## config.mk

```make
export PLATFORM = sky130hd
export DESIGN_NAME = lbp_fifo
export DESIGN_NICKNAME = d
export VERILOG_FILES = /design/src/rtl/lbp_fifo.sv
export SDC_FILE = /design/constraint.sdc
export NUM_CORES = 1
export LEC_CHECK = 0
export BUFFER_PORTS_ARGS = -buffer_cell sky130_fd_sc_hd__buf_2
export CAP_MARGIN = 20
export CORE_ASPECT_RATIO = 0.7
export CORE_UTILIZATION = 49
export CTS_CLUSTER_DIAMETER = 60
export DETAILED_ROUTE_END_ITERATION = 8
export GPL_TIMING_DRIVEN = 0
export HOLD_SLACK_MARGIN = 0.12
export PLACE_DENSITY = 0.83
export SYNTH_ARGS = -nofsm -noshare
export SYNTH_HDL_FRONTEND = slang
export SYNTH_SLANG_ARGS = --single-unit
```

## constraint.sdc

```tcl
create_clock -name clk_i -period 1.4 [get_ports clk_i]
set_input_delay 0.21 -clock clk_i [delete_from_list [all_inputs] [get_ports clk_i]]
set_output_delay 0.21 -clock clk_i [all_outputs]
set_load 0.02 [all_outputs]
```

## src/rtl/lbp_fifo.sv

```systemverilog
module lbp_fifo #(
  parameter int WIDTH = 8,
  parameter int DEPTH = 4
) (
  input  logic                       clk_i,
  input  logic                       rst_ni,
  input  logic                       push_i,
  input  logic [WIDTH-1:0]           data_i,
  input  logic                       pop_i,
  output logic                       valid_o,
  output logic [WIDTH-1:0]           data_o,
  output logic [$clog2(DEPTH+1)-1:0] level_o
);

  localparam int PTR_W = (DEPTH > 1) ? $clog2(DEPTH) : 1;
  localparam int LVL_W = $clog2(DEPTH + 1);

  logic [WIDTH-1:0] mem_q [DEPTH];
  logic [PTR_W-1:0] wr_ptr_q, wr_ptr_d, rd_ptr_q, rd_ptr_d;
  logic [LVL_W-1:0] level_q, level_d;

  always_comb begin
    wr_ptr_d = wr_ptr_q;
    rd_ptr_d = rd_ptr_q;
    level_d  = level_q;
    if (push_i) begin
      wr_ptr_d = (wr_ptr_q == PTR_W'(DEPTH - 1)) ? '0 : wr_ptr_q + PTR_W'(1);
    end
    if (pop_i) begin
      rd_ptr_d = (rd_ptr_q == PTR_W'(DEPTH - 1)) ? '0 : rd_ptr_q + PTR_W'(1);
    end
    if (push_i && !pop_i) begin
      level_d = level_q + LVL_W'(1);
    end else if (pop_i && !push_i) begin
      level_d = level_q - LVL_W'(1);
    end
  end

  always_ff @(posedge clk_i or negedge rst_ni) begin
    if (!rst_ni) begin
      wr_ptr_q <= '0;
      rd_ptr_q <= '0;
      level_q  <= '0;
    end else begin
      wr_ptr_q <= wr_ptr_d;
      rd_ptr_q <= rd_ptr_d;
      level_q  <= level_d;
    end
  end

  always_ff @(posedge clk_i) begin
    if (push_i) begin
      mem_q[wr_ptr_q] <= data_i;
    end
  end

  assign valid_o = (level_q != '0);
  assign data_o  = mem_q[rd_ptr_q];
  assign level_o = level_q;

endmodule

```

==> results_dict.tcl, run 1 <==
set metrics [dict create \
    clock-root-buffer "clkbuf_8" \
    start_util 0.539 \
    max_stage_delay_ps 520 \
    cts_max_level 2 \
    area_growth_pct 28.6 \
    violations "setup timing" \
    leakagePower_nw 0.784 \
    layout-drive-gt1-share 0.475 \
    grt_pass1_vias 889 \
    slew_headroom 0.729 \
    gp_congestion 0.633 \
    cap_violations 0 \
    cts_tree "yes" \
    core-area_sq_mm 0.00290 \
    design_area_sq_mm 0.00201 \
    cp_slowest_cell "mux4_2" \
    grt_max_degree 13 \
    ioPinCount 24 \
    path_class "register to output port" \
    drt_wl_total_um 2750 \
    fmax_mhz 572 \
    fin_ws_ps -348 \
    min-delay-start "data_i[2]" \
    synth.distinct_cells 17 \
    gr-total-overflow 0 \
    worstMarginPinSlew_ps 406 \
    startpoint_type "register" \
    r2r_start "level_o[1]$_DFFE_PN0P_" \
    synth_largest_area_cell "edfxtp_1" \
    slew_violations 0 \
    yosysMostFrequentCell "edfxtp_1" \
    cts.sinks 39 \
    hpwl_um 1760 \
    fin_crit_ps 1750 \
    hold_violations 0 \
    outcome "finished, violations left" \
    drt_pre_antenna_iters 4 \
    netlist_area_sq_mm 0.00156 \
    clk_pin_slew_ps 70 \
    die_height_um 49.3 \
    dpl_cell_area_sq_mm 0.00172 \
    synth_area_leaders "edfxtp_1 (61%), mux4_2 (12%), dfrtp_1 (11%), ha_1 (4.8%), mux2_2 (2.2%)" \
    yosysSeqAreaShare 0.726 \
    worstPathCellList "buf_8, mux4_2, buf_6" \
    synth_top_area_frac 0.614 \
    syn_area_per_cell_sq_um 20.1 \
    ir_worst_vdd_v 0.00125 \
    fillers 187 \
    grt_pass1_wl_um 4270 \
    first_iter_violations 65 \
    post-place-cells 137 \
    crit_path_max_fanout 5 \
    insertedDiodeCount 0 \
    cp_num_buf_inv 2 \
    p_per_area_mw_per_mm2 2280 \
    clockBufferDepth 2 \
    hold_path_class "input pin to register" \
    yosys_warnings 0 \
    rsz0062_at_grt "yes" \
    worstPathRequired_ps 1190 \
    drc 0 \
    track_usage 0.177 \
    clk_latency_ps 290 \
    ant_nets 0 \
    startpoint "rd_ptr_q[0]$_DFFE_PN0P_" \
    synth_cells 78 \
    wire_per_inst_um 17.8 \
    routed_via_density 5.30 \
    antenna_found_initial 0 \
    yosys_most_used_dff "edfxtp_1" \
    yosys_register_bits 39 \
    setup-tns-final_ps -2740 \
    fp.dieW_um 69.5 \
    path_delay_family "multiplexers" \
    layout.nets 136 \
    critPathArrivalTime_ps 1540 \
    vias 816 \
    crit_path_end_kind "output port" \
    setup_viol 9 \
    synth_common_cells "edfxtp_1 (32), mux4_2 (8), dfrtp_1 (7)" \
    cts_made_buffers 5 \
    syn_nets 97 \
    synth_edf_count 32 \
    port_buffers 23 \
    stdcell_count 154 \
    async_flop_share 0.179 \
    row_count 16 \
    period_share 1.25 \
    fin_skew_ps 3.34 \
    dieArea_sq_mm 0.00343 \
]
flip-flops by register name, indices dropped and copies added, names as in the netlist:
name      count
rd_ptr_q      2
level_o       3
mem_q        32
wr_ptr_q      2
worst register-to-register path, delay by kind of cell, from the launching register on:
family	cells	cell delay, ps
flops	1	420
simple gates	1	170
xor+xnor	2	330
fa+ha+maj	1	370
path summary, 6_finish.rpt:
path | depth (start not counted) | slack, ps | endpoint
max in group asynchronous | 2 | 950 | rd_ptr_q[0]$_DFFE_PN0P_
min | 1 | 130 | mem_q[2][2]$_DFFE_PP_
min in group asynchronous | 2 | 280 | level_o[2]$_DFFE_PN0P_
min reg2reg | 1 | 590 | level_o[1]$_DFFE_PN0P_
max | 3 | -350 | data_o[1]
max reg2reg | 4 | 50 | level_o[2]$_DFFE_PN0P_
cells by family (layout without fill, tap and decap cells):
group           Yosys count  after routing  share of synthesized area
flops                    39             39                      0.726
mux                      11             11                      0.137
simple gates              9              9                     0.0304
fa+ha+maj                 7              7                     0.0608
buf+inv                   7             47                     0.0224
xor+xnor                  3              3                     0.0168
compound gates            2              2                    0.00640
routing by layer:
metal	share of wire	track usage	wire length, um
met5	0	0	0
met3	0.054	0.0537	147
met1	0.41	0.201	1120
met4	0.0058	0.0714	16
met2	0.53	0.316	1470
where the power goes:
part | switching (mW) | internal, mW | total, mW
Clock | 0.389 | 0.712 | 1.10
Sequential | 0.137 | 1.53 | 1.67
Combinational | 0.846 | 0.965 | 1.81
Total | 1.37 | 3.21 | 4.58
timing repair:
action / 4_1_cts / 5_1_grt
cloned: 0 / 1
setup buffers: 4 / 3
hold buffers: 1 / 0
pin swaps: 1 / 3
resized for setup: 5 / 19
hold endpoints to repair: 7 / 0
setup endpoints to repair: 26 / 18
area by class of cell:
cell class                      count  area (sq um)  area share
Tap cell                           36          45.0      0.0224
Inverter                            5          18.8     0.00933
Multi-Input combinational cell     32           399       0.198
Sequential cell                    39          1140       0.565
Clock inverter                      2          60.1      0.0299
Clock buffer                        6          72.6      0.0361
Timing Repair Buffer               32           259       0.129
Buffer                              2          20.0     0.00995
stage by stage:
| step | power (mW) | setup WS, ps | utilization | hold slack, ps |
|---|---|---|---|---|
| floorplan | 2.61 | 14.9 | - | -85.6 |
| global placement | 2.93 | -49.0 | 0.594 | 50.2 |
| detailed placement | 3.02 | -183 | 0.594 | 54.2 |
| CTS | 4.22 | -345 | 0.658 | 126 |
| global route | 4.77 | -381 | 0.693 | 129 |
| finish | 4.58 | -348 | 0.693 | 132 |
placed cells by master (no fill, tap or decap), types with 3 or more instances in the layout:
cell,instances
inv_1,5
mux4_2,8
buf_2,15
edfxtp_1,32
dfrtp_1,6
mux2_2,3
buf_4,7
and2_2,3
ha_1,6
clkbuf_8,5
buf_6,9
Note: power is estimated with default switching activity, not from simulation.
==> run 2, diff against run 1 <==
ABC_AREA = 1   (was not set)
CORE_UTILIZATION = 50   (was 49)
PLACE_DENSITY = 0.84   (was 0.83)
==> run 2 against run 1 <==
The run still ends with setup timing left. Register-to-register slack is essentially flat. Sequential power is essentially flat. Non-clock buffer count down 1. Sequential cell count is the same. Synthesized cell count grew 85%. Hold slack got worse by 1.8 ps. Sequential share of layout area fell by 1.6 points. Clock power down 35%. Area after synthesis increased by 8.7%. Largest cell class unchanged. Largest power group unchanged.
==> results_dict.tcl, run 2 <==
set metrics [dict create \
    outcome "finished, violations left" \
    violations "setup timing" \
    antenna_found_initial 0 \
    clkPwrFrac 0.167 \
    rsz0062_at_grt "yes" \
    worstPathRequired_ps 1190 \
    synth_cells 144 \
    clk_latency_ps 290 \
    layout-drive-gt1-share 0.271 \
    yosysSeqAreaShare 0.668 \
    hpwl_um 2000 \
    yosys_warnings 0 \
    cts_made_buffers 5 \
    largest_reg_flops 32 \
    fp.dieW_um 71.7 \
    drc 0 \
    yosys_most_used_dff "edfxtp_1" \
    yosys_register_bits 39 \
    core-area_sq_mm 0.00319 \
    startpoint "rd_ptr_q[0]$_DFFE_PN0P_" \
    clk_pin_slew_ps 80 \
    setup_viol 8 \
    power.internal_mw 2.68 \
    ioPinCount 24 \
    fmax_mhz 639 \
    cts_tree "yes" \
    first_iter_violations 29 \
    startpoint_type "register" \
    vias 1117 \
    fin_skew_ps 7.50 \
    leakagePower_nw 0.914 \
    grt_pass1_wl_um 4910 \
    final_util 0.649 \
    syn_nets 163 \
    yosysMostFrequentCell "nand2_1" \
    p_per_area_mw_per_mm2 2080 \
    gp_congestion 0.717 \
    gr-total-overflow 0 \
    wire_per_inst_um 14.3 \
    critPathArrivalTime_ps 1350 \
    p_sw_mw 1.62 \
    synth_top_area_frac 0.565 \
    dieArea_sq_mm 0.00364 \
    layout.nets 199 \
    clockBufferDepth 2 \
    r2r_end "mem_q[0][1]$_DFFE_PP_" \
    final_cell_mix "nand2_1 (34), edfxtp_1 (32), inv_1 (25)" \
    swShare 0.377 \
    pwr-share-seq 0.390 \
    fin_hold_ws_ps 130 \
    fin_crit_ps 1560 \
    drt_pre_antenna_iters 4 \
    cap_violations 0 \
    r2r_cells 4 \
    worstMarginPinSlew_ps 409 \
    crit_path_max_fanout 8 \
    synth.distinct_cells 16 \
    ir_worst_vdd_v 0.00112 \
    die_height_um 50.8 \
    hold_violations 0 \
    hold_path_class "input pin to register" \
    synth_largest_area_cell "edfxtp_1" \
    r2r_start "wr_ptr_q[0]$_DFFE_PN0P_" \
    layout_commonest_cell "nand2_1" \
    netlist_area_sq_mm 0.00170 \
    regToRegSetupSlack_ps 40 \
    port_buffers 23 \
    ant_nets 0 \
    grt_max_degree 13 \
    area_growth_pct 21.7 \
    clock-root-buffer "clkbuf_8" \
    fin_ws_ps -165 \
    cts_max_level 2 \
    synth_area_leaders "edfxtp_1 (57%), dfrtp_1 (10%), nand2_1 (8.6%), o211ai_1 (7.1%), inv_1 (6.0%)" \
    syn_area_per_cell_sq_um 11.8 \
    insertedDiodeCount 0 \
    cts.sinks 39 \
    endpoint "data_o[5]" \
    synth_common_cells "nand2_1 (39), edfxtp_1 (32), inv_1 (27)" \
    drt_wl_total_um 3120 \
    crit_path_end_kind "output port" \
    slew_violations 0 \
    row_count 17 \
    grt_pass1_vias 1095 \
    path_class "register to output port" \
    fin_total_pwr_mw 4.31 \
    async_flop_share 0.179 \
    slew_headroom 0.727 \
    synth_edf_count 32 \
    track_usage 0.196 \
    routed_via_density 5.10 \
    period_share 1.12 \
    top_register "mem_q" \
    pwr-share-comb 0.442 \
    start_util 0.533 \
    worstHoldPathCells 1 \
]
run 2: cell types whose count changed in the layout (fill, tap and decap cells not counted), sizes merged, moves of 2 or more:
cell      change
nand2        +38
inv          +22
o211ai       +16
mux4          -8
and2          -4
clkinvlp      +3
mux2          -3
bufinv        -2
o21ai         +2
xor2          -2
run 2: how the worst min path moves through the flow:
| stage | startpoint | end | slack (ps) |
|---|---|---|---|
| 4_1_cts | data_i[1] | mem_q[3][1]$_DFFE_PP_ | 120 |
| 6_report | data_i[3] | mem_q[1][3]$_DFFE_PP_ | 130 |
| 2_1_floorplan | rst_ni | level_o[0]$_DFFE_PN0P_ | -90 |
| 3_3_place_gp | rst_ni | wr_ptr_q[0]$_DFFE_PN0P_ | 50 |
| 5_1_grt | data_i[7] | mem_q[0][7]$_DFFE_PP_ | 120 |
| 3_5_place_dp | rst_ni | wr_ptr_q[0]$_DFFE_PN0P_ | 50 |
run 2: worst max-delay path, stage by stage (launching register included):
cell and delay, ps:
dfrtp_1 420, inv_4 120, buf_6 140, nand2_2 50, o211ai_1 90, nand2_1 110, buf_6 150
run 2: layout make-up:
type                    instances  area [sq um]
multi-input cells              72           427
flip-flops and latches         39          1140
clock buffers                   6          72.6
fillers                       231          1120
well taps                      38          47.5
inverters                      29           121
plain buffers                   4          41.3
repair buffers                 29           210
clock inverters                 2          12.5
run 2: kinds of logic after synthesis:
family,after synthesis,share of synthesized area
xor gates and xnor gates,1,0.00515
DFF,39,0.668
buffers and inverters,33,0.0883
adders and majority gates,7,0.0559
AOI/OAI and AO/OA,21,0.0854
and+or+nand+nor,43,0.0971
run 2: power by group through the flow:
| stage | clock network [mW] | logic (mW) | registers (mW) |
|---|---|---|---|
| after global placement | 0 | 1.47 | 1.68 |
| after CTS | 0.730 | 1.74 | 1.68 |
| final | 0.720 | 1.91 | 1.68 |
| after global routing | 0.778 | 2.09 | 1.71 |
| after detailed placement | 0 | 1.54 | 1.70 |
| after floorplan | 0 | 1.02 | 1.73 |
run 2: per-layer routing:
metal / wire [um] / vias to the layer above / GRT usage / share of wire
met5: 0 / - / 0 / 0
met4: 39 / 0 / 0.0882 / 0.012
met3: 192 / 6 / 0.0562 / 0.061
met2: 1610 / 32 / 0.332 / 0.51
met1: 1290 / 527 / 0.235 / 0.41
li1: - / 552 / - / -
run 2: per-stage QoR:
step	setup WS [ps]	TNS [ps]	cells	area, sq um
2_1_floorplan	102	0	144	1700
3_3_place_gp	38.2	0	205	1860
3_5_place_dp	-76.1	-76.1	205	1860
4_1_cts	-144	-1020	217	2010
5_1_grt	-235	-1610	219	2070
6_report	-165	-1050	219	2070
run 2: repair_timing:
item | 4_1_cts | 5_1_grt
hold buffers | 1 | 0
pin swaps | 4 | 4
buffers inserted | 1 | 2
gates resized for setup | 12 | 15
endpoints found under the hold margin | 7 | 0
cloned | 2 | 0
setup endpoints to repair | 8 | 32
