[src/rtl/lbp_pkg.sv]
package lbp_pkg;

  parameter int PIXEL_BITS      = 8;
  parameter int CODE_BITS       = 8;
  parameter int WIDTH_REG_BITS  = 11;
  parameter int HEIGHT_REG_BITS = 13;
  parameter int MAX_WIDTH_DEF   = 1024;
  parameter int QUEUE_DEPTH     = 4;
  parameter int LEVEL_BITS      = $clog2(QUEUE_DEPTH + 1);
  parameter int APB_ADDR_BITS   = 3;
  parameter int APB_DATA_BITS   = 32;

  // register index, taken from paddr[2]
  parameter logic REG_FRAME_WIDTH  = 1'b0;
  parameter logic REG_FRAME_HEIGHT = 1'b1;

  parameter logic [WIDTH_REG_BITS-1:0]  FRAME_WIDTH_RST  = WIDTH_REG_BITS'(1024);
  parameter logic [HEIGHT_REG_BITS-1:0] FRAME_HEIGHT_RST = HEIGHT_REG_BITS'(1);

  // neighbour weights, row-major, centre carries none
  parameter logic [CODE_BITS-1:0] LBP_WEIGHT [9] = '{
    8'd1, 8'd2, 8'd4, 8'd8, 8'd0, 8'd16, 8'd32, 8'd64, 8'd128
  };

  typedef logic [PIXEL_BITS-1:0] pixel_t;

  typedef struct packed {
    logic   req_type;
    pixel_t pixel_value;
  } lbp_in_t;

  typedef struct packed {
    logic [CODE_BITS-1:0] pattern_code;
    logic                 frame_last;
  } lbp_out_t;

  typedef struct packed {
    logic top;
    logic bottom;
    logic left;
    logic right;
  } edge_mask_t;

  typedef struct packed {
    pixel_t [8:0] win;
    edge_mask_t   mask;
    logic         last;
  } lbp_job_t;

endpackage

[src/rtl/lbp_back.sv]
module lbp_back (
  input  logic              clk_i,
  input  logic              rst_ni,
  input  logic              job_valid_i,
  input  lbp_pkg::lbp_job_t job_i,
  output logic              pop_o,
  output logic              out_valid_o,
  input  logic              out_stall_i,
  output lbp_pkg::lbp_out_t out_data_o
);

  logic                             out_valid_q;
  lbp_pkg::lbp_out_t                out_data_q;
  logic [lbp_pkg::CODE_BITS-1:0]    code;
  logic                             row_ok, col_ok;

  // eight compares against the centre, masked at the frame edge
  always_comb begin
    code = '0;
    for (int r = 0; r < 3; r++) begin
      for (int c = 0; c < 3; c++) begin
        row_ok = ((r != 0) || job_i.mask.top) && ((r != 2) || job_i.mask.bottom);
        col_ok = ((c != 0) || job_i.mask.left) && ((c != 2) || job_i.mask.right);
        if (row_ok && col_ok && (job_i.win[r*3+c] > job_i.win[4])) begin
          code = code | lbp_pkg::LBP_WEIGHT[r*3+c];
        end
      end
    end
  end

  assign pop_o = job_valid_i && (!out_valid_q || !out_stall_i);

  always_ff @(posedge clk_i or negedge rst_ni) begin
    if (!rst_ni) begin
      out_valid_q <= 1'b0;
    end else if (pop_o) begin
      out_valid_q <= 1'b1;
    end else if (!out_stall_i) begin
      out_valid_q <= 1'b0;
    end
  end

  always_ff @(posedge clk_i) begin
    if (pop_o) begin
      out_data_q.pattern_code <= code;
      out_data_q.frame_last   <= job_i.last;
    end
  end

  assign out_valid_o = out_valid_q;
  assign out_data_o  = out_data_q;

endmodule

[config.mk]
export PLATFORM = sky130hd
export DESIGN_NAME = lbp_back
export DESIGN_NICKNAME = d
export VERILOG_FILES = /design/src/rtl/lbp_pkg.sv /design/src/rtl/lbp_back.sv
export SDC_FILE = /design/constraint.sdc
export NUM_CORES = 1
export LEC_CHECK = 0
export BUFFER_PORTS_ARGS = -buffer_cell sky130_fd_sc_hd__buf_2
export CAP_MARGIN = 20
export CORE_MARGIN = 2
export CORE_UTILIZATION = 30
export DETAILED_ROUTE_END_ITERATION = 7
export HOLD_SLACK_MARGIN = 0.12
export PLACE_DENSITY = 0.65
export SLEW_MARGIN = 25
export SYNTH_ARGS = -nofsm -noshare
export SYNTH_HDL_FRONTEND = slang
export SYNTH_SLANG_ARGS = --single-unit
[constraint.sdc]
create_clock -name clk_i -period 1.9 [get_ports clk_i]
set_input_delay 0.095 -clock clk_i [delete_from_list [all_inputs] [get_ports clk_i]]
set_output_delay 0.095 -clock clk_i [all_outputs]
set_load 0.03 [all_outputs]
==> results of run 1 <==
-- metrics by stage --
stage / area (um^2) / power, mW / instances / util, % / setup slack, ns
final: 2390 / 0.978 / 357 / 43.1 / 0.498
after global routing: 2390 / 1.07 / 357 / 43.1 / 0.384
after floorplan: 1730 / 0.528 / 184 / - / 0.0939
after detailed placement: 2290 / 0.705 / 349 / 41.4 / 0.358
after global placement: 2290 / 0.690 / 349 / 41.4 / 0.369
after CTS: 2390 / 0.984 / 357 / 43.1 / 0.488
-- per-layer routing --
metal / vias up / part of all wire [%] / GRT usage [%]
li1: 930 / - / -
met1: 755 / 45 / 19.8
met2: 45 / 49 / 29.1
met3: 2 / 5.6 / 2.60
met4: 0 / 0.30 / 3.05
met5: - / 0 / 0
-- worst min path at each step --
stage | cells after the start | from | end
2_1_floorplan | 0 | rst_ni | out_valid_o$_DFFE_PN0P_
3_5_place_dp | 1 | rst_ni | out_valid_o$_DFFE_PN0P_
5_1_grt | 2 | rst_ni | out_valid_o$_DFFE_PN0P_
6_report | 2 | rst_ni | out_valid_o$_DFFE_PN0P_
4_1_cts | 2 | rst_ni | out_valid_o$_DFFE_PN0P_
3_3_place_gp | 1 | rst_ni | out_valid_o$_DFFE_PN0P_
-- sequential cells by signal, indices dropped and copies added (netlist names) --
signal,flops
out_data_o,9
out_valid_o,1
-- cells by family after synthesis --
| group | count (synthesis) | share of synthesized area [%] |
|---|---|---|
| AO/OA/AOI/OAI | 63 | 22.8 |
| adder cells (fa/ha/maj) | 64 | 46.3 |
| buffers and inverters | 15 | 3.25 |
| flip-flops | 10 | 17.1 |
| AND/OR/NAND/NOR | 32 | 10.6 |
-- layout by cell type (no fill, tap or decap), drive strengths merged, types with 3 or more instances in the layout --
cell and instances:
a21o 7, a21oi 26, a31oi 3, buf 93, clkbuf 4, dlygate4sd3 4
edfxtp 9, ha 64, inv 15, nand2 5, nand3 3, nand4 16
nor2b 8, o211a 4, o211ai 8, o21a 4, o21ai 9
-- power groups by stage --
stage	registers [mW]	logic (mW)	clock network [mW]
floorplan	0.295	0.234	0
global placement	0.267	0.423	0
detailed placement	0.267	0.438	0
CTS	0.263	0.447	0.274
global route	0.264	0.514	0.292
finish	0.263	0.445	0.270
-- area by class of cell --
cell class              instances  area share (%)
well taps                      72            3.78
clock buffers                   4            2.31
flip-flops and latches         10            12.4
multi-input cells             159            57.8
inverters                      15            2.36
repair buffers                 97            21.4
-- critical path: stages --
cell           delay, ns
dlygate4sd3_1       0.52
buf_2               0.11
a21boi_1            0.19
buf_4               0.19
buf_2               0.20
==> results.md, run 1 <==
* Hold Buf Count CTS at 4
* CP arrival at about 1.3 ns
* Switching power at 0.330 mW
* Sw frac at 33.7%
* Synth Register Bits at 10
* Pint at 0.648 mW
* Core Footprint at around 5500 um^2
* Die H at roughly 80 um
* Total number of clock tree sinks at 10
* Period utilisation layout at 73.8%
* Reg-to-reg startpoint: out_valid_o$_DFFE_PN0P_
* Final WL at between 4000 and 5000 um
* Worst vdd ir at 0.000185 V
* DP HPWL at 4330 um
* CP startpoint: job_valid_i
* Async S/R FF share, synth at 10.0%
* Fillers at 562
* Seq/Total Area, Yosys at around 17%
* Vias in the first global route at 1823
* Clock network power share at 27.6%
* Ys flop type: edfxtp_1
* Via count at between 1500 and 2000
* TritonCTS buffer count at 3
* Critical path class: in2out
* Reg area at 295 um^2
* Tmin final at 1.40 ns
* Max FO, Critical Path at 6
* Placer Congestion at 0.838
* First-pass GRT wire length at 8000 um
* Final Hold Fails at 0
* Syn Inst Count at 184
* Die W at 79.9 um
* Initial antenna violation count at 0
* Sequential power share at 26.9%
* Worst Setup EP: pop_o
* Pwr dens at 410 nW/um^2
* Most frequent cell after synthesis: ha_1
* Synth top area share at a little under half
* Drt pass-1 iters at 4
* Ant diodes at 0
* Rows at 27
* Post-synth cell types at 17
* Clk_lat worst skew at 0.24 ns
* Post-cts sizing count at 0
* DR vias/cell at 4.85
* Reg clk slew, reported paths at 0.05 ns
* Mapped Nets at 329
* Yosys top cell by area: ha_1
* Power share of the combinational group at roughly 46%
* Clk root buf: clkbuf_8
* Total of max-cap violations at 0
* Worst R2R Path Depth at 2
* Mapped Area at between 1500 and 2000 um^2
* Die area at about 6400 um^2
* Starting Density at between 30% and 40%
* Reg2reg end: out_valid_o$_DFFE_PN0P_
* Antenna Nets Post-Route at 0
* Multi-input logic area at 1380 um^2
* Worst-margin pin slew at 0.341 ns
* Slew headroom at 77.3%
* GRT Total Usage at ~16%
* R2r setup slk at 0.68 ns
* F_max at 713 MHz
* I/O pin count at 92
* H-tree levels at 1
* Yosys warns at 0
* Top cells by count, synth: 64 x ha_1, 26 x a21oi_1, 16 x nand4_1
* Deepest clock path buffer count at 2
* Post-synth EDFFs at 9
* # nets final at 431
* Post-CTS Setup Bufs at 0
* CTS tree: built
* Clock Skew at just under 0.004 ns
* Final setup viols at 0
* Worst path required time at ~1.8 ns
* Fraction of layout cells with a size suffix above 1 at 34.4%
* Hold WS at roughly 0.16 ns
* Critical Path Source Type: input pin
* Setup TNS at 0 ns
* RSZ-0062 raised after global routing: false
* Drt drc at 0
* Overflow after GRT at 0
* Leak Pwr at 1.28 nW
* Largest net degree at the start of global routing at 9
* CP endpoint kind: output port
* Routed len/inst at approximately 14 um
* Iter 0 DRT Violations at 35
* Top cells by area, synth: ha_1 46%, edfxtp_1 16%, a21oi_1 7.5%
* Port buffer count at 91
* Syn_area_per_cell at ~9.4 um^2
* Run status: finished clean
* Hold Crit Class: in2async
* Area Growth Syn to Fin at 37.9%
* Final slew viol count at 0
Power figures use the tool's default switching activity.
==> inputs of run 2 (changes only) <==
- PLACE_DENSITY: 0.65 -> 0.67
- clock period: 1.9 -> 1.1 ns (I/O delays scaled with it)
==> run 2 against run 1 <==
Compared with the run above: the flow now finishes with violations (negative setup slack); worst hold slack got worse by 0.023 ns; flip-flop and latch count unchanged; cell count increased by 2.5%; critical path depth increased by 2; first-iteration DRC count decreased by 23%; clock-buffer cell count unchanged; core utilization increased by 8.0 points; worst setup slack got worse by 0.56 ns; critical path type is now in2reg; critical endpoint is now out_data_o[1]$_DFFE_PP_.
==> results.md, run 2 (synthesis gave the netlist of run 1 again) <==
* Run status: finished with violations
* Failing checks: negative setup slack
* Clk root buf: clkbuf_8
* GRT Total Usage at 16.9% (+0.83 points)
* Max FO, Critical Path at 7 (+1)
* Vias in the first global route at 1858 (+1.9%)
* Worst-margin pin slew at 0.326 ns (-0.0146 ns)
* Most frequent cells in the layout: 87 x buf_2, 44 x ha_1, 26 x a21oi_1, 20 x ha_4, 16 x nand4_1
* Slew headroom at 78.2% (+0.97 points)
* Pwr dens at 650 nW/um^2 (+59%)
* Tmin final at 1.16 ns
* CP endpoint kind: flip-flop
* Core Footprint at 5540 um^2 (unchanged)
* Flip-flop count of the largest register after layout at 9 (unchanged)
* Critical path class: in2reg
* Placer Congestion at 0.845 (+0.79%)
* Commonest non-fill, non-tap cell in the layout: buf_2
* Starting Density at 31.2% (unchanged)
* RSZ-0062 raised after global routing: true
* Critical Path Source Type: input pin
* Antenna Nets Post-Route at 0 (unchanged)
* Cell Count, Final, Fillers Out at 366 (+2.5%)
* CTS tree: built
* Largest net degree at the start of global routing at 9 (unchanged)
* Deepest clock path buffer count at 2 (unchanged)
* Via count at 1809 (+4.4%)
* Period utilisation layout at 106%
* H-tree levels at 1 (unchanged)
* Dpl cells at 349 (unchanged)
* Worst R2R Path Depth at 3 (+1)
* Fraction of layout cells with a size suffix above 1 at 45.6% (+11 points)
* Iter 0 DRT Violations at 27 (-23%)
* CP arrival at 1.16 ns (-0.15 ns)
* Port buffer count at 91 (unchanged)
* Area Growth Syn to Fin at 63.6%
* Reg clk slew, reported paths at 0.06 ns (about the same)
* Die H at 79.9 um (unchanged)
* Reg2reg end: out_data_o[6]$_DFFE_PP_
* Hold WS at 0.142 ns (-0.0225 ns)
* Final core occ at 51.1% (+8.0 points)
* Drt pass-1 iters at 4 (unchanged)
* Initial antenna violation count at 0 (unchanged)
* Clock Skew at 0.00612 ns (+0.00219 ns)
* Final setup viols at 16 (+16)
* Worst setup margin at -0.0630 ns (-0.561 ns)
* Met1 GRT Util at 20.2% (+0.30 points)
* TritonCTS buffer count at 3 (unchanged)
* M2 GR Usage at 30.9% (+1.8 points)
* Reg-to-reg startpoint: out_valid_o$_DFFE_PN0P_
* I/O pin count at 92 (unchanged)
* Die W at 79.9 um (unchanged)
* Leak Pwr at 1.35 nW (+5.7%)
* DR vias/cell at 4.94 (+1.9%)
* Worst path required time at 1.10 ns (-0.70 ns)
* Final WL at 5410 um (+9.2%)
* Overflow after GRT at 0 (unchanged)
* Total of max-cap violations at 0 (unchanged)
* Met3 Use GR at 2.71% (+0.11 points)
* Hold Crit Class: in2async
* Final slew viol count at 0 (unchanged)
* First-pass GRT wire length at 8450 um (+5.5%)
* R2r setup slk at -0.01 ns (-0.69 ns)
* Worst vdd ir at 0.000476 V (+160%)
* GR peak layer: met2
* DP HPWL at 4270 um (-1.3%)
* Routed len/inst at 14.8 um (+6.5%)
* Die area at 6390 um^2 (unchanged)
* # nets final at 440 (+2.1%)
* Total number of clock tree sinks at 10 (unchanged)
* Ant diodes at 0 (unchanged)
* Clk_lat worst skew at 0.24 ns (about the same)
* Final Hold Fails at 0 (unchanged)
* Total power at 1.84 mW (+88%)
* F_max at 860 MHz
* Rows at 27 (unchanged)
* Drt drc at 0 (unchanged)
==> run 2: changes by cell type in the layout (fill, tap and decap cells not counted), moves of 4 or more <==
cell,change
o21ai_1,+5
buf_2,-4
buf_6,+6
buf_12,+4
ha_4,+20
o21ai_0,-5
ha_1,-20
==> run 2: per-layer routing <==
metal  up-vias  share of wire, %
li1        944                 -
met1       791                43
met2        64                49
met3        10               5.6
met4         0               1.9
met5         -                 0
==> run 2: area by class of cell <==
class                      count  area, um^2
fill                         534        2710
multi-input combinational    159        1660
sequential                    10         297
timing repair buffer         106         668
tap                           72        90.1
inverter                      15        67.6
clock buffer                   4        45.0
==> run 2: worst max-delay path, cell delays in order <==
cell	delay, ns
buf_6	0.08
clkinvlp_4	0.09
buf_12	0.16
ha_4	0.26
nand4_1	0.15
o211a_1	0.26
o21a_1	0.09
==> run 2: stage by stage <==
stage	cell area (um^2)	setup TNS, ns	setup WS (ns)
6_report	2830	-0.388	-0.0630
5_1_grt	2830	-1.08	-0.151
4_1_cts	2740	-0.549	-0.0865
3_5_place_dp	2320	-3.02	-0.413
3_3_place_gp	2320	-2.86	-0.376
2_1_floorplan	1740	-2.42	-0.162
==> run 2: where the power goes <==
group          internal, mW  switching (mW)
sequential            0.446         0.00952
clock                 0.255           0.158
combinational         0.498           0.475
==> run 2: worst max-delay path by stage <==
stage	startpoint	endpoint	slack [ns]	cells past startpoint
2_1_floorplan	out_valid_o$_DFFE_PN0P_	out_data_o[0]$_DFFE_PP_	-0.16	1
3_3_place_gp	job_i[38]	out_data_o[7]$_DFFE_PP_	-0.38	7
3_5_place_dp	job_i[38]	out_data_o[8]$_SDFFCE_PP1P_	-0.41	7
4_1_cts	job_i[38]	out_data_o[8]$_SDFFCE_PP1P_	-0.09	8
5_1_grt	job_i[38]	out_data_o[8]$_SDFFCE_PP1P_	-0.15	8
6_report	job_i[42]	out_data_o[1]$_DFFE_PP_	-0.06	7
==> run 2: timing repair <==
| item | in CTS | in global routing |
|---|---|---|
| pin swaps | 20 | 19 |
| setup buffers | 8 | 1 |
| gates resized for setup | 27 | 13 |
| hold buffers | 4 | 0 |
| hold endpoints to repair | 3 | 0 |
| endpoints found under the setup margin | 9 | 16 |
